### src/hdl/dtmm_pkg.sv
// Shared constants for the direct-address table with lowest/highest key tracking.
package dtmm_pkg;

    localparam int DEPTH_DEF      = 32;
    localparam int DATA_WIDTH_DEF = 32;

    localparam int KIND_W  = 2;
    localparam int KEY_W   = 32;
    localparam int VALUE_W = 32;

    localparam logic [KIND_W-1:0] KIND_INSERT = 2'd0;
    localparam logic [KIND_W-1:0] KIND_REMOVE = 2'd1;
    localparam logic [KIND_W-1:0] KIND_GET    = 2'd2;

endpackage

### src/hdl/dtmm_ram.sv
// Generic single-write, single-read RAM with registered read data.
module dtmm_ram #(
    parameter int WIDTH = 32,
    parameter int DEPTH = 32
) (
    input  logic                     aclk,
    input  logic                     wr_en,
    input  logic [$clog2(DEPTH)-1:0] wr_addr,
    input  logic [WIDTH-1:0]         wr_data,
    input  logic                     rd_en,
    input  logic [$clog2(DEPTH)-1:0] rd_addr,
    output logic [WIDTH-1:0]         rd_data
);

    logic [WIDTH-1:0] mem [DEPTH];

    always_ff @(posedge aclk) begin
        if (wr_en) begin
            mem[wr_addr] <= wr_data;
        end
        if (rd_en) begin
            rd_data <= mem[rd_addr];
        end
    end

endmodule

### src/hdl/dtmm_minmax.sv
// Priority encoders giving the lowest and highest set bit of the occupancy map.
module dtmm_minmax #(
    parameter int DEPTH = 32
) (
    input  logic [DEPTH-1:0]         occupied,
    output logic                     any_set,
    output logic [$clog2(DEPTH)-1:0] low_idx,
    output logic [$clog2(DEPTH)-1:0] high_idx
);

    localparam int IDX_W = $clog2(DEPTH);

    assign any_set = |occupied;

    // scan from the top so the lowest set bit wins
    always_comb begin
        low_idx = '0;
        for (int i = DEPTH - 1; i >= 0; i--) begin
            if (occupied[i]) begin
                low_idx = IDX_W'(i);
            end
        end
    end

    // scan from the bottom so the highest set bit wins
    always_comb begin
        high_idx = '0;
        for (int i = 0; i < DEPTH; i++) begin
            if (occupied[i]) begin
                high_idx = IDX_W'(i);
            end
        end
    end

endmodule

### src/hdl/direct_table_with_min_max.sv
// Top level of the direct-address table with lowest/highest occupied key tracking.
//
// A table of DEPTH slots addressed by key minus the configured base (cfg_wr_data,
// written by the user with cfg_wr_en while the block is idle; not enforced). Each
// request transaction is insert (kind 0, keeps the first value stored), remove
// (kind 1) or get (kind 2); every request yields exactly one result transaction
// carrying the hit flag, the stored word on a successful get, a key-out-of-range
// flag, and the lowest and highest occupied keys after the request (zero, with
// table_empty set, when no slot is occupied). Kind 3 changes nothing. The block
// takes one transaction per clock unless the result stalls. Acceptance loads the
// request register and launches the data RAM read (its registered read port is why
// the request is registered first); when the request advances, the occupancy
// bitmap is updated, the min/max priority encoders run and the result register is
// loaded. A stalled result holds the request register, and s_ready drops until it
// drains. No clearing pass is needed after reset: occupancy lives in flip-flops.
module direct_table_with_min_max #(
    parameter int DEPTH      = dtmm_pkg::DEPTH_DEF,
    parameter int DATA_WIDTH = dtmm_pkg::DATA_WIDTH_DEF
) (
    input  logic                                aclk,
    input  logic                                aresetn,
    // configuration
    input  logic                                cfg_wr_en,
    input  logic signed [dtmm_pkg::KEY_W-1:0]   cfg_wr_data,
    // request channel
    input  logic                                s_valid,
    output logic                                s_ready,
    input  logic        [dtmm_pkg::KIND_W-1:0]  s_kind,
    input  logic signed [dtmm_pkg::KEY_W-1:0]   s_key,
    input  logic        [dtmm_pkg::VALUE_W-1:0] s_value,
    // result channel
    output logic                                m_valid,
    input  logic                                m_ready,
    output logic        [dtmm_pkg::VALUE_W-1:0] m_read_value,
    output logic                                m_hit,
    output logic                                m_key_error,
    output logic                                m_table_empty,
    output logic signed [dtmm_pkg::KEY_W-1:0]   m_lowest_key,
    output logic signed [dtmm_pkg::KEY_W-1:0]   m_highest_key
);

    import dtmm_pkg::*;

    localparam int IDX_W = $clog2(DEPTH);

    // ------------------------------------------------------------------
    // Configuration register
    // ------------------------------------------------------------------
    logic signed [KEY_W-1:0] key_base_reg;

    always_ff @(posedge aclk) begin
        if (!aresetn) begin
            key_base_reg <= '0;
        end else if (cfg_wr_en) begin
            key_base_reg <= cfg_wr_data;
        end
    end

    // ------------------------------------------------------------------
    // Acceptance: work out the slot offset at full width, no wrap
    // ------------------------------------------------------------------
    logic                    s_accept;
    logic signed [KEY_W:0]   offset;
    logic                    in_range;
    logic [IDX_W-1:0]        s_idx;
    logic [DATA_WIDTH-1:0]   value_w;

    assign s_accept = s_valid && s_ready;
    assign offset   = $signed({s_key[KEY_W-1], s_key})
                    - $signed({key_base_reg[KEY_W-1], key_base_reg});
    assign in_range = !offset[KEY_W] && (offset[KEY_W:0] < (KEY_W+1)'(DEPTH));
    assign s_idx    = offset[IDX_W-1:0];

    // fit the input word to the stored width
    generate
        if (DATA_WIDTH > VALUE_W) begin : g_val_wide
            assign value_w = {{(DATA_WIDTH-VALUE_W){1'b0}}, s_value};
        end else if (DATA_WIDTH == VALUE_W) begin : g_val_same
            assign value_w = s_value;
        end else begin : g_val_narrow
            assign value_w = s_value[DATA_WIDTH-1:0];
        end
    endgenerate

    // ------------------------------------------------------------------
    // Stage 1: request register, RAM read data arrives alongside
    // ------------------------------------------------------------------
    logic                  s1_valid_reg;
    logic [KIND_W-1:0]     s1_kind_reg;
    logic [IDX_W-1:0]      s1_idx_reg;
    logic                  s1_kerr_reg;
    logic [DATA_WIDTH-1:0] s1_value_reg;
    logic                  fwd_valid_reg;
    logic [DATA_WIDTH-1:0] fwd_data_reg;
    logic                  fwd_valid_next;
    logic                  s1_advance;
    logic                  m_valid_reg;

    logic [DEPTH-1:0]      slot_valid_reg;
    logic [DEPTH-1:0]      slot_valid_next;
    logic [DEPTH-1:0]      slot_after;

    logic [DATA_WIDTH-1:0] ram_rdata;
    logic [DATA_WIDTH-1:0] slot_word;
    logic                  slot_occ;
    logic                  do_insert;
    logic                  do_remove;
    logic                  get_hit;
    logic                  hit;

    assign s1_advance = s1_valid_reg && (!m_valid_reg || m_ready);
    assign s_ready    = !s1_valid_reg || s1_advance;

    assign slot_occ = slot_valid_reg[s1_idx_reg];

    // decode the request against the current occupancy
    always_comb begin
        do_insert = 1'b0;
        do_remove = 1'b0;
        get_hit   = 1'b0;
        hit       = 1'b0;
        if (!s1_kerr_reg) begin
            case (s1_kind_reg)
                KIND_INSERT: begin
                    do_insert = !slot_occ;
                    hit       = !slot_occ;
                end
                KIND_REMOVE: begin
                    do_remove = 1'b1;
                    hit       = slot_occ;
                end
                KIND_GET: begin
                    get_hit = slot_occ;
                    hit     = slot_occ;
                end
                default: begin
                    hit = 1'b0;
                end
            endcase
        end
    end

    // occupancy after this request; commit it only when the request advances
    always_comb begin
        slot_after = slot_valid_reg;
        if (do_insert) begin
            slot_after[s1_idx_reg] = 1'b1;
        end
        if (do_remove) begin
            slot_after[s1_idx_reg] = 1'b0;
        end
        slot_valid_next = s1_advance ? slot_after : slot_valid_reg;
    end

    // a write landing on the same slot as the read issued at that edge is forwarded
    assign fwd_valid_next = s1_advance && do_insert && (s1_idx_reg == s_idx);
    assign slot_word      = fwd_valid_reg ? fwd_data_reg : ram_rdata;

    always_ff @(posedge aclk) begin
        if (!aresetn) begin
            slot_valid_reg <= '0;
            s1_valid_reg   <= 1'b0;
            fwd_valid_reg  <= 1'b0;
        end else begin
            slot_valid_reg <= slot_valid_next;
            if (s_accept) begin
                s1_valid_reg  <= 1'b1;
                fwd_valid_reg <= fwd_valid_next;
            end else if (s1_advance) begin
                s1_valid_reg <= 1'b0;
            end
        end
    end

    always_ff @(posedge aclk) begin
        if (s_accept) begin
            s1_kind_reg  <= s_kind;
            s1_idx_reg   <= s_idx;
            s1_kerr_reg  <= !in_range;
            s1_value_reg <= value_w;
            fwd_data_reg <= s1_value_reg;
        end
    end

    dtmm_ram #(
        .WIDTH (DATA_WIDTH),
        .DEPTH (DEPTH)
    ) u_data_ram (
        .aclk    (aclk),
        .wr_en   (s1_advance && do_insert),
        .wr_addr (s1_idx_reg),
        .wr_data (s1_value_reg),
        .rd_en   (s_accept),
        .rd_addr (s_idx),
        .rd_data (ram_rdata)
    );

    // ------------------------------------------------------------------
    // Lowest and highest occupied slot after the request
    // ------------------------------------------------------------------
    logic             any_occ;
    logic [IDX_W-1:0] low_idx;
    logic [IDX_W-1:0] high_idx;

    dtmm_minmax #(
        .DEPTH (DEPTH)
    ) u_minmax (
        .occupied (slot_after),
        .any_set  (any_occ),
        .low_idx  (low_idx),
        .high_idx (high_idx)
    );

    // ------------------------------------------------------------------
    // Result register
    // ------------------------------------------------------------------
    logic [VALUE_W-1:0]      read_value_next;
    logic [DATA_WIDTH-1:0]   read_word;
    logic [VALUE_W-1:0]      read_value_reg;
    logic                    hit_reg;
    logic                    kerr_reg;
    logic                    empty_reg;
    logic signed [KEY_W-1:0] low_key_next;
    logic signed [KEY_W-1:0] high_key_next;
    logic signed [KEY_W-1:0] low_key_reg;
    logic signed [KEY_W-1:0] high_key_reg;

    assign read_word = get_hit ? slot_word : '0;

    // fit the stored word to the result width
    generate
        if (DATA_WIDTH > VALUE_W) begin : g_rd_wide
            assign read_value_next = read_word[VALUE_W-1:0];
        end else if (DATA_WIDTH == VALUE_W) begin : g_rd_same
            assign read_value_next = read_word;
        end else begin : g_rd_narrow
            assign read_value_next = {{(VALUE_W-DATA_WIDTH){1'b0}}, read_word};
        end
    endgenerate

    // keys wrap to 32 bits when the base sits near the top of the range
    assign low_key_next  = any_occ ? key_base_reg + KEY_W'(low_idx)  : '0;
    assign high_key_next = any_occ ? key_base_reg + KEY_W'(high_idx) : '0;

    always_ff @(posedge aclk) begin
        if (!aresetn) begin
            m_valid_reg <= 1'b0;
        end else if (s1_advance) begin
            m_valid_reg <= 1'b1;
        end else if (m_ready) begin
            m_valid_reg <= 1'b0;
        end
    end

    always_ff @(posedge aclk) begin
        if (s1_advance) begin
            read_value_reg <= read_value_next;
            hit_reg        <= hit;
            kerr_reg       <= s1_kerr_reg;
            empty_reg      <= !any_occ;
            low_key_reg    <= low_key_next;
            high_key_reg   <= high_key_next;
        end
    end

    assign m_valid       = m_valid_reg;
    assign m_read_value  = read_value_reg;
    assign m_hit         = hit_reg;
    assign m_key_error   = kerr_reg;
    assign m_table_empty = empty_reg;
    assign m_lowest_key  = low_key_reg;
    assign m_highest_key = high_key_reg;

endmodule
### config.mk
export PLATFORM = sky130hd
export DESIGN_NAME = direct_table_with_min_max
export DESIGN_NICKNAME = d
export VERILOG_FILES = /design/src/hdl/dtmm_pkg.sv /design/src/hdl/dtmm_ram.sv /design/src/hdl/dtmm_minmax.sv /design/src/hdl/direct_table_with_min_max.sv
export SDC_FILE = /design/constraint.sdc
export NUM_CORES = 1
export LEC_CHECK = 0
export BUFFER_PORTS_ARGS = -buffer_cell sky130_fd_sc_hd__clkbuf_2
export CAP_MARGIN = 20
export CORE_MARGIN = 4
export CORE_UTILIZATION = 55
export DETAILED_ROUTE_END_ITERATION = 10
export PLACE_DENSITY_LB_ADDON = 0.2
export SETUP_SLACK_MARGIN = 0.2
export SYNTH_ARGS = -nofsm -noshare
export SYNTH_HDL_FRONTEND = slang
export SYNTH_SLANG_ARGS = --single-unit
### constraint.sdc
create_clock -name aclk -period 4.4 [get_ports aclk]
set_input_delay 0.88 -clock aclk [delete_from_list [all_inputs] [get_ports aclk]]
set_output_delay 0.88 -clock aclk [all_outputs]
set_load 0.05 [all_outputs]
==> reports/metrics.cfg <==
[timing]
clock_skew_ns = 0.0276
whs_ns = 0.322
max_clock_freq_mhz = 197
finalSetupViolCount = 56
finalHoldViolations = 0
min_period_ns = 5.08
fin_crit_sh_pct = 115
setup_tns_ns = -26.32
fin_ws_ns = -0.675
rsz0062_at_grt = yes
drv_slew = 0
worst_pin_slew_ns = 1.14
slew_headroom_pct = 24.1

[worst_setup_path]
arrival_ns = 5.67
reg2reg_slack_ns = -0.68
path_class = register to register
crit_path_start_kind = register
worstSetupEndpointType = register
worstRegToRegCells = 22
worstPathRequired_ns = 4.99
worstPathMaxFanout = 6
reg2reg_from = s1_idx_reg[0]$_DFFE_PP_
r2r-end = m_highest_key[24]$_SDFFCE_PP0P_

[floorplanning]
die_h_microns = 321
start_util_pct = 55.5
die_w_microns = 321
ios = 204
row_count = 114
dieArea_sq_um = 103000
core_sq_um = 97000

[cts]
htreeDepth = 4
tritoncts = done
insertion_delay_ns = 0.74
numCtsBuffers = 130
clock_path_buffers = 3
cts.sinks = 1294
clk_pin_slew_ns = 0.06
clk_root_buffer_cell = clkbuf_16

[power_and_ir_drop]
power.density_nw_per_um2 = 426
intPower_mw = 21.2
p_seq_share_pct = 50.5
p_sw_share_pct = 23.0
combinationalPowerShare_pct = 10.8
peakVddDrop_v = 0.000349
power.total_mw = 27.6
p_switching_mw = 6.36
p_clk_share_pct = 38.7
p_leak_nw = 21.8

[synthesis]
synth_cells = 2901
synthTopCellsByArea = edfxtp_1 68%, mux4_2 14%, dfxtp_1 2.5%, mux2i_1 1.3%, nor2_4 1.1%
seq_area_frac_synth_pct = 70.9
synth_top_area_share_pct = 68.4
synth_nets = 3052
yosysTopAreaCell = edfxtp_1
synth_edf_count = 1227
ys_ff_latch = 1294
synth_cell_types = 83
avgSynthCellArea_sq_um = 18.6
synth_top_flop_cell = edfxtp_1
synth.most_common_cell = edfxtp_1
synthesis.area_sq_um = 53900
ys_async_sr_fraction_pct = 0
synth_warnings = 0
yosys-top-cells-count = 1227 x edfxtp_1, 328 x mux4_2, 148 x nor2_1

[place]
hpwl_mm = 81.8
postPlaceCellArea_sq_um = 59300
gp_congestion = 0.911
numPortBuffers = 203

[run_status]
violations = negative setup slack
status = finished with violations

[min_path]
hold_end = s1_value_reg[26]$_DFFE_PP_
hold_class = input port to register
hold_start = s_value[26]
min_delay_path_depth = 1

[layout]
seq_area_sq_um = 38200
finalNetCount = 3592
largest_reg_flops = 1024
multi_input_area_sq_um = 16100
fill_cells = 6353
final_area_sq_um = 64800
area_delta_synth_final_pct = 20.3
drive_gt1_share_pct = 38.1
regMostFlops = u_data_ram.mem

[routing]
drt_first_iter_violations = 3531
vias_per_cell = 6.24
drcViolationCount = 0
firstDrtPassIters = 6
antenna_left = 0
wl_per_cell_microns = 29.0
drt-total-wl_mm = 140
vias = 30080

[job]
cap_viol_max_count = 0

[global_route]
antenna_found_initial = 1
grt-ovfl-total = 0
first_global_vias = 30385
track_usage_pct = 27.3
use_met1_pct = 38.4
grt_max_degree = 87
grt_use_met2_pct = 45.4
grt-busiest-layer = met2
grt_pass1_wl_mm = 205
met3_usage_pct = 4.13

power by group through the flow:
stage                     clock, mW  sequential, mW  combinational, mW
after floorplan                   0            14.2               1.93
after global placement            0            14.1               2.88
after detailed placement          0            14.2               2.92
after CTS                      10.8            13.9               2.97
after global routing           11.4            13.9               3.17
final                          10.7            13.9               2.98
layout by cell type (no fill, tap or decap), drive strengths merged, types with 13 or more instances in the layout:
master and count:
nand4 25, a21oi 51, ha 45, nand2b 19, dfxtp 67, inv 76, a21boi 17, o21a 13
o21ai 72, nor3 31, nand2 134, edfxtp 1227, a21o 16, xnor2 64, buf 353, nor4 25
mux2 33, nand3 21, and2 19, nor2b 53, mux2i 68, nor2 201, clkinv 56, mux4 328
clkbuf 365, a22oi 15
layer usage:
metal	wire (microns)	part of all wire, %	vias up
met5	13	0.0093	-
met4	3620	2.6	2
met3	10300	7.3	232
met2	69600	50	1457
met1	56300	40	15639
li1	-	-	12750
how the worst max path moves through the flow:
stage                                  startpoint                               to  slack [ns]  cells past startpoint
after global routing      s1_idx_reg[0]$_DFFE_PP_   m_lowest_key[30]$_SDFFCE_PP0P_       -0.95                     24
after floorplan           s1_idx_reg[0]$_DFFE_PP_  m_highest_key[30]$_SDFFCE_PP0P_       -0.17                     22
final                     s1_idx_reg[0]$_DFFE_PP_  m_highest_key[24]$_SDFFCE_PP0P_       -0.68                     22
after detailed placement  s1_idx_reg[0]$_DFFE_PP_   m_lowest_key[23]$_SDFFCE_PP0P_       -0.76                     21
after CTS                 s1_idx_reg[0]$_DFFE_PP_   m_lowest_key[12]$_SDFFCE_PP0P_       -0.61                     24
after global placement    s1_idx_reg[0]$_DFFE_PP_   m_lowest_key[19]$_SDFFCE_PP0P_       -0.72                     20
metrics by stage:
step,setup WS [ns],std cells,utilization (%)
6_report,-0.675,4821,66.8
5_1_grt,-0.952,4820,66.8
4_1_cts,-0.611,4794,66.0
3_5_place_dp,-0.760,4539,61.1
3_3_place_gp,-0.718,4539,61.1
2_1_floorplan,-0.173,2901,-
area by class of cell:
class / count / area share [%]
timing repair buffer: 556 / 7.04
clock buffer: 162 / 5.39
antenna: 1 / 0.00386
sequential: 1294 / 59.0
multi-input combinational: 1391 / 24.8
tap: 1276 / 2.46
clock inverter: 73 / 0.923
inverter: 68 / 0.409
cell families after synthesis:
kind of cell / after synthesis / share of synthesized area, %
xor+xnor: 72 / 1.17
mux: 429 / 15.7
compound gates: 271 / 3.47
flops: 1294 / 70.9
simple gates: 571 / 5.84
buf+inv: 216 / 1.80
fa+ha+maj: 48 / 1.16
worst max-delay path, cell delays in order, from the launching register on:
cell      delay (ns)
edfxtp_1        0.52
buf_6           0.15
mux4_2          0.50
a22oi_2         0.22
buf_6           0.13
nand4_1         0.16
o41a_1          0.49
nand2b_1        0.16
a21oi_2         0.08
o21bai_1        0.14
a21oi_1         0.08
o21a_1          0.20
o21a_1          0.20
fa_2            0.38
nor2b_2         0.16
o21ai_2         0.07
nand2b_1        0.09
a21o_1          0.20
nand2_2         0.11
nor3_4          0.26
nand3_2         0.15
or3_4           0.35
a21oi_2         0.14
what timing repair did:
action | 4_1_cts | 5_1_grt
endpoints found under the setup margin | 57 | 64
resized for setup | 89 | 102
hold buffers | 0 | 0
pin swaps | 43 | 52
buffers inserted | 20 | 25
Power figures use the tool's default switching activity.
